[config.mk]
export PLATFORM = sky130hd
export DESIGN_NAME = fraction_arith_reduce
export DESIGN_NICKNAME = d
export VERILOG_FILES = /design/src/rtl/far_pkg.sv /design/src/rtl/far_serdiv.sv /design/src/rtl/fraction_arith_reduce.sv
export SDC_FILE = /design/constraint.sdc
export NUM_CORES = 2
export LEC_CHECK = 0
export BUFFER_PORTS_ARGS = -buffer_cell sky130_fd_sc_hd__buf_4
export CAP_MARGIN = 20
export CORE_ASPECT_RATIO = 1.4
export CORE_MARGIN = 5
export CORE_UTILIZATION = 55
export CTS_BUF_LIST = sky130_fd_sc_hd__clkbuf_8 sky130_fd_sc_hd__clkbuf_16
export DETAILED_ROUTE_END_ITERATION = 12
export HOLD_SLACK_MARGIN = 0.05
export PLACE_DENSITY = 0.79
export SYNTH_ARGS = -nofsm -noshare
export SYNTH_HDL_FRONTEND = slang
export SYNTH_HIERARCHICAL = 1
export SYNTH_SLANG_ARGS = --single-unit
export TNS_END_PERCENT = 20
[constraint.sdc]
create_clock -name clk_i -period 16.6 [get_ports clk_i]
set_input_delay 3.32 -clock clk_i [delete_from_list [all_inputs] [get_ports clk_i]]
set_output_delay 3.32 -clock clk_i [all_outputs]
set_load 0.05 [all_outputs]
[src/rtl/far_pkg.sv]
// fraction_arith_reduce package: status codes, commands, sequencer states
// no dependencies
package far_pkg;

  typedef enum logic [1:0] {
    CMD_ADD = 2'd0,
    CMD_SUB = 2'd1,
    CMD_MUL = 2'd2,
    CMD_DIV = 2'd3
  } cmd_e;

  typedef enum logic [1:0] {
    ST_OK      = 2'd0,
    ST_ZERODEN = 2'd1,
    ST_DIVZERO = 2'd2,
    ST_RSVD    = 2'd3
  } status_e;

  typedef enum logic [2:0] {
    S_IDLE,
    S_MUL,
    S_GCD,
    S_DIV,
    S_OUT
  } state_e;

endpackage

[src/rtl/far_serdiv.sv]
// restoring divider, one quotient bit per cycle
// depends on nothing but its parameter
module far_serdiv #(
  parameter int W = 64
) (
  input  logic         clk_i,
  input  logic         rst_ni,
  input  logic         start_i,
  input  logic [W-1:0] dvd_i,
  input  logic [W-1:0] dvs_i,
  output logic         busy_o,
  output logic [W-1:0] quo_o,
  output logic [W-1:0] rem_o
);
  localparam int CW = $clog2(W + 1);

  logic [W-1:0]  quo_q, quo_d, rem_q, rem_d, dvs_q;
  logic [CW-1:0] cnt_q, cnt_d;
  logic [W:0]    trial;

  always_comb begin
    quo_d = quo_q;
    rem_d = rem_q;
    cnt_d = cnt_q;
    trial = {rem_q, quo_q[W-1]} - {1'b0, dvs_q};
    if (start_i) begin
      quo_d = dvd_i;
      rem_d = '0;
      cnt_d = CW'(W);
    end else if (cnt_q != '0) begin
      cnt_d = cnt_q - 1'b1;
      if (!trial[W]) begin
        rem_d = trial[W-1:0];
        quo_d = {quo_q[W-2:0], 1'b1};
      end else begin
        rem_d = {rem_q[W-2:0], quo_q[W-1]};
        quo_d = {quo_q[W-2:0], 1'b0};
      end
    end
  end

  always_ff @(posedge clk_i or negedge rst_ni) begin
    if (!rst_ni) begin
      cnt_q <= '0;
    end else begin
      cnt_q <= cnt_d;
    end
  end

  always_ff @(posedge clk_i) begin
    quo_q <= quo_d;
    rem_q <= rem_d;
    if (start_i) dvs_q <= dvs_i;
  end

  assign busy_o = (cnt_q != '0);
  assign quo_o  = quo_q;
  assign rem_o  = rem_q;

  busy_count_a: assert property (@(posedge clk_i) disable iff (!rst_ni)
    start_i |=> busy_o)
    else $error("divider not busy after start");
  cnt_range_a: assert property (@(posedge clk_i) disable iff (!rst_ni)
    cnt_q <= CW'(W))
    else $error("divider count out of range");
  cnt_down_a: assert property (@(posedge clk_i) disable iff (!rst_ni)
    (busy_o && !start_i) |=> (cnt_q == $past(cnt_q) - 1'b1))
    else $error("divider count did not step");
endmodule

[src/rtl/fraction_arith_reduce.sv]
// fraction_arith_reduce: add, subtract, multiply or divide two fractions,
// then reduce by the gcd. uses far_pkg and far_serdiv.
//
// input channel: valid_i/stall_o with cmd_i, num_x_i, den_x_i, num_y_i, den_y_i.
// a word is taken when valid_i is high and stall_o low. output channel:
// valid_o/stall_i with res_num_o, res_den_o, whole_o, status_o; the word
// leaves when valid_o is high and stall_i low, and holds while stalled.
// one word is in work at a time; stall_o stays high until the result left.
// bad input (zero denominator, division by zero fraction) goes from accept
// straight to the output state. otherwise the cross products are formed
// with a shift-add multiplier, one bit per cycle, and the terms are then
// combined; the gcd runs as repeated 64-bit remainders through one
// bit-serial divider (one remainder per euclid step, up to about 46 steps
// at the default width), then two more divisions give the quotients.
// reset clears the sequencer, the output valid flag and the divider start flag; no clearing pass.
module fraction_arith_reduce
  import far_pkg::*;
#(
  parameter int OPERAND_WIDTH = 16
) (
  input  logic               clk_i,
  input  logic               rst_ni,
  input  logic               valid_i,
  output logic               stall_o,
  input  logic [1:0]         cmd_i,
  input  logic signed [15:0] num_x_i,
  input  logic signed [15:0] den_x_i,
  input  logic signed [15:0] num_y_i,
  input  logic signed [15:0] den_y_i,
  output logic               valid_o,
  input  logic               stall_i,
  output logic signed [32:0] res_num_o,
  output logic [31:0]        res_den_o,
  output logic               whole_o,
  output logic [1:0]         status_o
);
  localparam int OW = OPERAND_WIDTH;
  localparam int PW = 2 * OW;        // product magnitude bits
  localparam int MCW = $clog2(PW + 1);

  state_e st_q, st_d;

  // sign-magnitude operands after moving denominator signs
  logic [OW-1:0] ma, mb, mc, md;     // |a|,|b|,|c|,|d| as OW bit magnitudes
  logic          sa, sc;             // numerator signs after normalize
  logic signed [OW-1:0] oa, ob, oc, od;

  // shift-add multiplier: three products at once, one multiplier bit per cycle
  logic [PW-1:0]  m1a_q, m1a_d, m2a_q, m2a_d; // multiplicand (shifts left)
  logic [OW-1:0]  m1b_q, m1b_d, m2b_q, m2b_d; // multiplier (shifts right)
  logic [PW-1:0]  p1_q, p1_d, p2_q, p2_d;     // |first term|, |second term|
  logic [PW-1:0]  pf_q, pf_d;                 // denominator product
  logic [PW-1:0]  mfa_q, mfa_d;
  logic [OW-1:0]  mfb_q, mfb_d;
  logic           s1_q, s1_d, s2_q, s2_d;     // term signs
  logic [MCW-1:0] mc_q, mc_d;
  cmd_e           cmd_q, cmd_d;

  // euclid registers
  logic [63:0] ue_q, ue_d, uf_q, uf_d, gp_q, gp_d, gq_q, gq_d;
  logic        neg_q, neg_d;
  logic [1:0]  ph_q, ph_d;           // 0 gcd, 1 numerator quotient, 2 denominator

  // output register
  logic        ov_q, ov_d;
  logic [32:0] on_q, on_d;
  logic [31:0] od_q, od_d;
  logic        ow_q, ow_d;
  status_e     os_q, os_d;

  logic        dv_start, dv_busy, dv_started_q, dv_started_d;
  logic [63:0] dv_dvd, dv_dvs, dv_quo, dv_rem;

  logic        bad_den, bad_div;
  logic [PW:0] esum;                 // signed sum magnitude with carry
  logic [63:0] e_mag;
  logic        e_neg;

  // operands come from the low OW bits of each field, zero filled above 16
  assign oa = OW'($unsigned(num_x_i));
  assign ob = OW'($unsigned(den_x_i));
  assign oc = OW'($unsigned(num_y_i));
  assign od = OW'($unsigned(den_y_i));

  // magnitudes; the most negative value maps to 2^(OW-1) correctly unsigned
  assign ma = oa[OW-1] ? OW'(-oa) : OW'(oa);
  assign mb = ob[OW-1] ? OW'(-ob) : OW'(ob);
  assign mc = oc[OW-1] ? OW'(-oc) : OW'(oc);
  assign md = od[OW-1] ? OW'(-od) : OW'(od);
  assign sa = oa[OW-1] ^ ob[OW-1];
  assign sc = oc[OW-1] ^ od[OW-1];

  assign bad_den = (ob == '0) || (od == '0);
  assign bad_div = (cmd_e'(cmd_i) == CMD_DIV) && (oc == '0);

  far_serdiv #(.W(64)) u_div (
    .clk_i   (clk_i),
    .rst_ni  (rst_ni),
    .start_i (dv_start),
    .dvd_i   (dv_dvd),
    .dvs_i   (dv_dvs),
    .busy_o  (dv_busy),
    .quo_o   (dv_quo),
    .rem_o   (dv_rem)
  );

  // combine the two terms into signed e; for mul/div only term one counts
  always_comb begin
    esum  = '0;
    e_neg = 1'b0;
    if (cmd_q == CMD_MUL || cmd_q == CMD_DIV) begin
      esum  = {1'b0, p1_q};
      e_neg = s1_q;
    end else begin
      if (s1_q == s2_q) begin
        esum  = {1'b0, p1_q} + {1'b0, p2_q};
        e_neg = s1_q;
      end else if (p1_q >= p2_q) begin
        esum  = {1'b0, p1_q} - {1'b0, p2_q};
        e_neg = s1_q;
      end else begin
        esum  = {1'b0, p2_q} - {1'b0, p1_q};
        e_neg = s2_q;
      end
    end
    e_mag = 64'(esum);
    if (e_mag == '0) e_neg = 1'b0;
  end

  always_comb begin
    st_d  = st_q;
    m1a_d = m1a_q; m1b_d = m1b_q; m2a_d = m2a_q; m2b_d = m2b_q;
    mfa_d = mfa_q; mfb_d = mfb_q;
    p1_d  = p1_q;  p2_d  = p2_q;  pf_d  = pf_q;
    s1_d  = s1_q;  s2_d  = s2_q;  mc_d  = mc_q;  cmd_d = cmd_q;
    ue_d  = ue_q;  uf_d  = uf_q;  gp_d  = gp_q;  gq_d  = gq_q;
    neg_d = neg_q; ph_d  = ph_q;
    ov_d  = ov_q;  on_d  = on_q;  od_d  = od_q;  ow_d  = ow_q; os_d = os_q;
    dv_start = 1'b0;
    dv_dvd   = gp_q;
    dv_dvs   = gq_q;
    dv_started_d = dv_started_q;
    // no new word while one is in work or a result still waits
    stall_o  = (st_q != S_IDLE) || ov_q;

    if (ov_q && !stall_i) ov_d = 1'b0;

    unique case (st_q)
      S_IDLE: begin
        if (valid_i && !ov_q) begin
          cmd_d = cmd_e'(cmd_i);
          if (bad_den || bad_div) begin
            on_d = '0; od_d = '0; ow_d = 1'b0;
            os_d = bad_den ? ST_ZERODEN : ST_DIVZERO;
            st_d = S_OUT;
          end else begin
            // term one: a*d (or a*c for mul); term two: c*b
            m1a_d = PW'(ma);
            m1b_d = (cmd_e'(cmd_i) == CMD_MUL) ? mc : md;
            s1_d  = (cmd_e'(cmd_i) == CMD_MUL) ? (sa ^ sc) : sa;
            m2a_d = PW'(mc);
            m2b_d = mb;
            s2_d  = (cmd_e'(cmd_i) == CMD_SUB) ? ~sc : sc;
            // denominator b*d, or b*c for div (sign of c moves to e)
            mfa_d = PW'(mb);
            mfb_d = (cmd_e'(cmd_i) == CMD_DIV) ? mc : md;
            if (cmd_e'(cmd_i) == CMD_DIV) s1_d = sa ^ sc;
            p1_d = '0; p2_d = '0; pf_d = '0;
            mc_d = MCW'(OW);
            st_d = S_MUL;
          end
        end
      end
      S_MUL: begin
        if (mc_q != '0) begin
          if (m1b_q[0]) p1_d = p1_q + m1a_q;
          if (m2b_q[0]) p2_d = p2_q + m2a_q;
          if (mfb_q[0]) pf_d = pf_q + mfa_q;
          m1a_d = {m1a_q[PW-2:0], 1'b0};
          m2a_d = {m2a_q[PW-2:0], 1'b0};
          mfa_d = {mfa_q[PW-2:0], 1'b0};
          m1b_d = m1b_q >> 1;
          m2b_d = m2b_q >> 1;
          mfb_d = mfb_q >> 1;
          mc_d  = mc_q - 1'b1;
        end else begin
          ue_d  = e_mag;
          neg_d = e_neg;
          uf_d  = 64'(pf_q);
          gp_d  = e_mag;
          gq_d  = 64'(pf_q);
          ph_d  = 2'd0;
          dv_started_d = 1'b0;
          st_d  = S_GCD;
        end
      end
      S_GCD: begin
        // gp/gq walk euclid; each remainder comes from the serial divider
        if (!dv_started_q) begin
          if (gq_q == '0) begin
            gq_d = gp_q;     // gcd found, keep it as divisor
            gp_d = ue_q;
            ph_d = 2'd1;
            st_d = S_DIV;
          end else begin
            dv_start     = 1'b1;
            dv_started_d = 1'b1;
          end
        end else if (!dv_busy) begin
          gp_d = gq_q;
          gq_d = dv_rem;
          dv_started_d = 1'b0;
        end
      end
      S_DIV: begin
        dv_dvd = (ph_q == 2'd1) ? ue_q : uf_q;
        if (!dv_started_q) begin
          dv_start     = 1'b1;
          dv_started_d = 1'b1;
        end else if (!dv_busy) begin
          dv_started_d = 1'b0;
          if (ph_q == 2'd1) begin
            on_d = neg_q ? 33'(-dv_quo) : 33'(dv_quo);
            ph_d = 2'd2;
          end else begin
            od_d = 32'(dv_quo);
            ow_d = (dv_quo == 64'd1);
            os_d = ST_OK;
            st_d = S_OUT;
          end
        end
      end
      S_OUT: begin
        if (!ov_q || !stall_i) begin
          ov_d = 1'b1;
          st_d = S_IDLE;
        end
      end
      default: st_d = S_IDLE;
    endcase
    // hold the output word until it left before raising a new one
    if (st_q == S_OUT && ov_q && stall_i) st_d = S_OUT;
  end

  always_ff @(posedge clk_i or negedge rst_ni) begin
    if (!rst_ni) begin
      st_q <= S_IDLE;
      ov_q <= 1'b0;
      dv_started_q <= 1'b0;
    end else begin
      st_q <= st_d;
      ov_q <= ov_d;
      dv_started_q <= dv_started_d;
    end
  end

  always_ff @(posedge clk_i) begin
    m1a_q <= m1a_d; m1b_q <= m1b_d; m2a_q <= m2a_d; m2b_q <= m2b_d;
    mfa_q <= mfa_d; mfb_q <= mfb_d;
    p1_q  <= p1_d;  p2_q  <= p2_d;  pf_q  <= pf_d;
    s1_q  <= s1_d;  s2_q  <= s2_d;  mc_q  <= mc_d;  cmd_q <= cmd_d;
    ue_q  <= ue_d;  uf_q  <= uf_d;  gp_q  <= gp_d;  gq_q  <= gq_d;
    neg_q <= neg_d; ph_q  <= ph_d;
    on_q  <= on_d;  od_q  <= od_d;  ow_q  <= ow_d;  os_q  <= os_d;
  end

  assign valid_o   = ov_q;
  assign res_num_o = on_q;
  assign res_den_o = od_q;
  assign whole_o   = ow_q;
  assign status_o  = os_q;

  busy_stall_a: assert property (@(posedge clk_i) disable iff (!rst_ni)
    (st_q != S_IDLE) |-> stall_o)
    else $error("input taken while a word is in work");
  ok_den_a: assert property (@(posedge clk_i) disable iff (!rst_ni)
    (valid_o && status_o == ST_OK) |-> (res_den_o != '0))
    else $error("ok result with zero denominator");
  err_zero_a: assert property (@(posedge clk_i) disable iff (!rst_ni)
    (valid_o && status_o != ST_OK) |-> (res_num_o == '0 && !whole_o))
    else $error("error result carries data");
  start_gcd_a: assert property (@(posedge clk_i) disable iff (!rst_ni)
    dv_start |-> (st_q == S_GCD || st_q == S_DIV))
    else $error("divider started outside gcd or quotient phase");
endmodule
==> impl_metrics.ini <==
[clock_network]
worst_skew_pair.late_latency_ns = 0.65
clock-sinks = 717
tritoncts = done
register_clock_pin_slew_on_the_reported_worst_setup_and_hold_paths_ns = 0.07
post_cts_resize_count = 0
cts_htree_levels = 3
cts_post_setup_buffers_inserted = 0
numCtsBuffers = 72
cts-root-to-sink-buffers = 3
postCtsHoldBufs = 0
clk_root_buffer_cell = sky130_fd_sc_hd__clkbuf_16

[placed_design]
gp_congestion = 0.952
port_buffers = 139
post-dp-hpwl_mm = 92.5

[logic_synthesis]
syn_area_um2 = 45700
yosys_warnings = 6
postSynthAreaPerCell_um2 = 9.86
synthesis.nets = 4969
postSynthRegisterBits = 717
predominant_post_synthesis_flop_cell = sky130_fd_sc_hd__edfxtp_1
netlist-cell-type-count = 107
post_synth_inst_count = 4630
synth.yosys.seq_area_share = 0.456
synth_async_sr_flop_share = 0.0167
synth_edf_count = 641

[routing]
drtAntennaViolNets = 0
detail_route.wirelength_mm = 127
drc = 0
detail_route.iter0.violations = 2961
vias = 36349
avgRoutedWirePerCell_um = 21.9
dr.pass1.iters = 6
routed_via_density = 6.29

[min_path]
hold_path.class = register to register

[critical_path]
arrival_ns = 7.62
criticalPathCategory = input pin to register
worst_ep_required_time_ns = 16.93
crit_fanout = 70
critical_path_end_type = register
worstSetupStartpointType = input pin

[cells_and_area]
drive_above_1_share = 0.0940
nets = 4986
layout.filler_cells = 6777
multi_input_gate_area_in_the_final_layout_um2 = 23000
mostFrequentLayoutCell = sky130_fd_sc_hd__edfxtp_1
commonest_cells_after_routing_fill_and_taps_aside = sky130_fd_sc_hd__edfxtp_1 (641), sky130_fd_sc_hd__nor2_1 (477), sky130_fd_sc_hd__nand2_1 (358)
area.growth.synth_to_final_pct = 9.06
sequential_cell_area_um2 = 20800

[sta]
clock-skew-final_ns = 0.0428
achievable-frequency_mhz = 137
final.min_clock_period_ns = 7.28
setup_viol_count_final = 0
rsz0062_at_grt = false
worst_pin_slew_ns = 1.10
fin_tns_setup_ns = 0
whs_ns = 0.467
relSlewSlack = 0.268
finalHoldViolCount = 0
finalCritPeriodShare = 0.439
finalMaxSlewViolations = 0

[floorplan]
width_of_the_die_um = 254
floorplan.die.height_um = 351
design.core.area_um2 = 82700
die_area_um2 = 89000
ioPinCount = 140
effective_utilization_at_floorplan = 0.552
placement_rows = 125

[global_routing]
use_met3 = 0.0314
grt.busiest_layer = met2
first_global_vias = 35688
met2_usage = 0.494
gr-total-overflow = 0
groute.layer.met1.usage = 0.315
grt_antenna_before_repair = 0
grt_start_max_net_pins = 85
grt_pass1_wl_mm = 195
grtUsageTotal = 0.275

[flow_run]
cap_violations = 0

[outcome]
outcome = complete, no violations
## sequential cells by signal, summed over array words and instances, names as in the netlist, 3 cells and up
register / cells
dv_dvs: 64
gp_q: 64
m1a_q: 32
m1b_q: 16
m2a_q: 32
m2b_q: 16
mc_q: 6
mfa_q: 32
mfb_q: 16
p1_q: 32
p2_q: 32
pf_q: 32
res_den_o: 32
res_num_o: 33
st_q: 3
u_div/cnt_q: 7
u_div/dvs_q: 64
u_div/quo_o: 64
u_div/rem_o: 64
ue_q: 33
uf_q: 32
## path summary, 6_finish.rpt
path | start | end | slack [ns] | cells past startpoint
worst max-delay path | den_x_i[8] | p2_q[29] | 9.32 | 12
worst min-delay path | dv_dvs[60] | u_div/dvs_q[60] | 0.47 | 0
worst max register to register | p1_q[7] | neg_q | 10.79 | 16
worst min register to register | dv_dvs[60] | u_div/dvs_q[60] | 0.47 | 0
max in group asynchronous | rst_ni | u_div/cnt_q[4] | 13.76 | 1
min in group asynchronous | rst_ni | valid_o | 2.55 | 1
## final cells by class
type / count / area share
multi-input combinational: 3427 / 0.462
sequential: 717 / 0.418
clock buffer: 73 / 0.0367
timing repair buffer: 183 / 0.0275
tap: 1079 / 0.0271
inverter: 246 / 0.0186
clock inverter: 55 / 0.00990
antenna: 1 / 0.0000502
## cells in the mapped netlist (75+ instances only)
cell	count	share of area
sky130_fd_sc_hd__nor2_1	480	0.039
sky130_fd_sc_hd__clkbuf_1	176	0.014
sky130_fd_sc_hd__ha_1	262	0.072
sky130_fd_sc_hd__mux2i_1	145	0.032
sky130_fd_sc_hd__nand3_1	75	0.0082
sky130_fd_sc_hd__nand2_1	359	0.030
sky130_fd_sc_hd__nor3_1	89	0.0098
sky130_fd_sc_hd__edfxtp_1	641	0.42
sky130_fd_sc_hd__and2_1	142	0.019
sky130_fd_sc_hd__xnor2_1	97	0.019
sky130_fd_sc_hd__mux2_2	88	0.022
sky130_fd_sc_hd__a21oi_1	342	0.037
sky130_fd_sc_hd__xor2_1	128	0.025
sky130_fd_sc_hd__a21o_1	79	0.013
sky130_fd_sc_hd__a211oi_1	77	0.013
sky130_fd_sc_hd__inv_1	244	0.020
sky130_fd_sc_hd__o21ai_0	229	0.025
## stage by stage
stage | setup WS, ns | area [um^2] | util | cells
2_1_floorplan | 2.35 | 45700 | - | 4630
3_3_place_gp | 8.71 | 47500 | 0.574 | 5650
3_5_place_dp | 8.64 | 47500 | 0.574 | 5651
4_1_cts | 9.30 | 49800 | 0.602 | 5779
5_1_grt | 8.99 | 49800 | 0.602 | 5780
6_report | 9.32 | 49800 | 0.602 | 5781
## routing by layer
layer	part of all wire	vias up
met4	0.071	0
met2	0.51	1371
met3	0.054	374
met1	0.36	17542
met5	0	-
li1	-	17062
## cell families (layout without fill, tap and decap cells)
family | count (synthesis) | in the layout | share of synthesized area
flops | 717 | 717 | 0.456
simple gates | 1526 | 1526 | 0.162
other cells | 0 | 1 | 0
buf+inv | 486 | 557 | 0.0425
compound gates | 1172 | 1172 | 0.167
xor+xnor | 227 | 227 | 0.0441
fa+ha+maj | 269 | 269 | 0.0748
mux | 233 | 233 | 0.0535
## critical path, cell delays in order
cell	delay, ns
sky130_fd_sc_hd__buf_4	0.11
sky130_fd_sc_hd__or4_1	0.59
sky130_fd_sc_hd__nor4_1	0.21
sky130_fd_sc_hd__inv_1	0.10
sky130_fd_sc_hd__or4_1	0.54
sky130_fd_sc_hd__o31ai_1	0.68
sky130_fd_sc_hd__a21o_1	0.27
sky130_fd_sc_hd__a21oi_4	0.22
sky130_fd_sc_hd__buf_4	0.47
sky130_fd_sc_hd__buf_4	0.51
sky130_fd_sc_hd__o21a_1	0.24
sky130_fd_sc_hd__buf_4	0.26
Power is not shown: default switching activity piles up to over one toggle a cycle in this logic, so the estimate is an artifact.
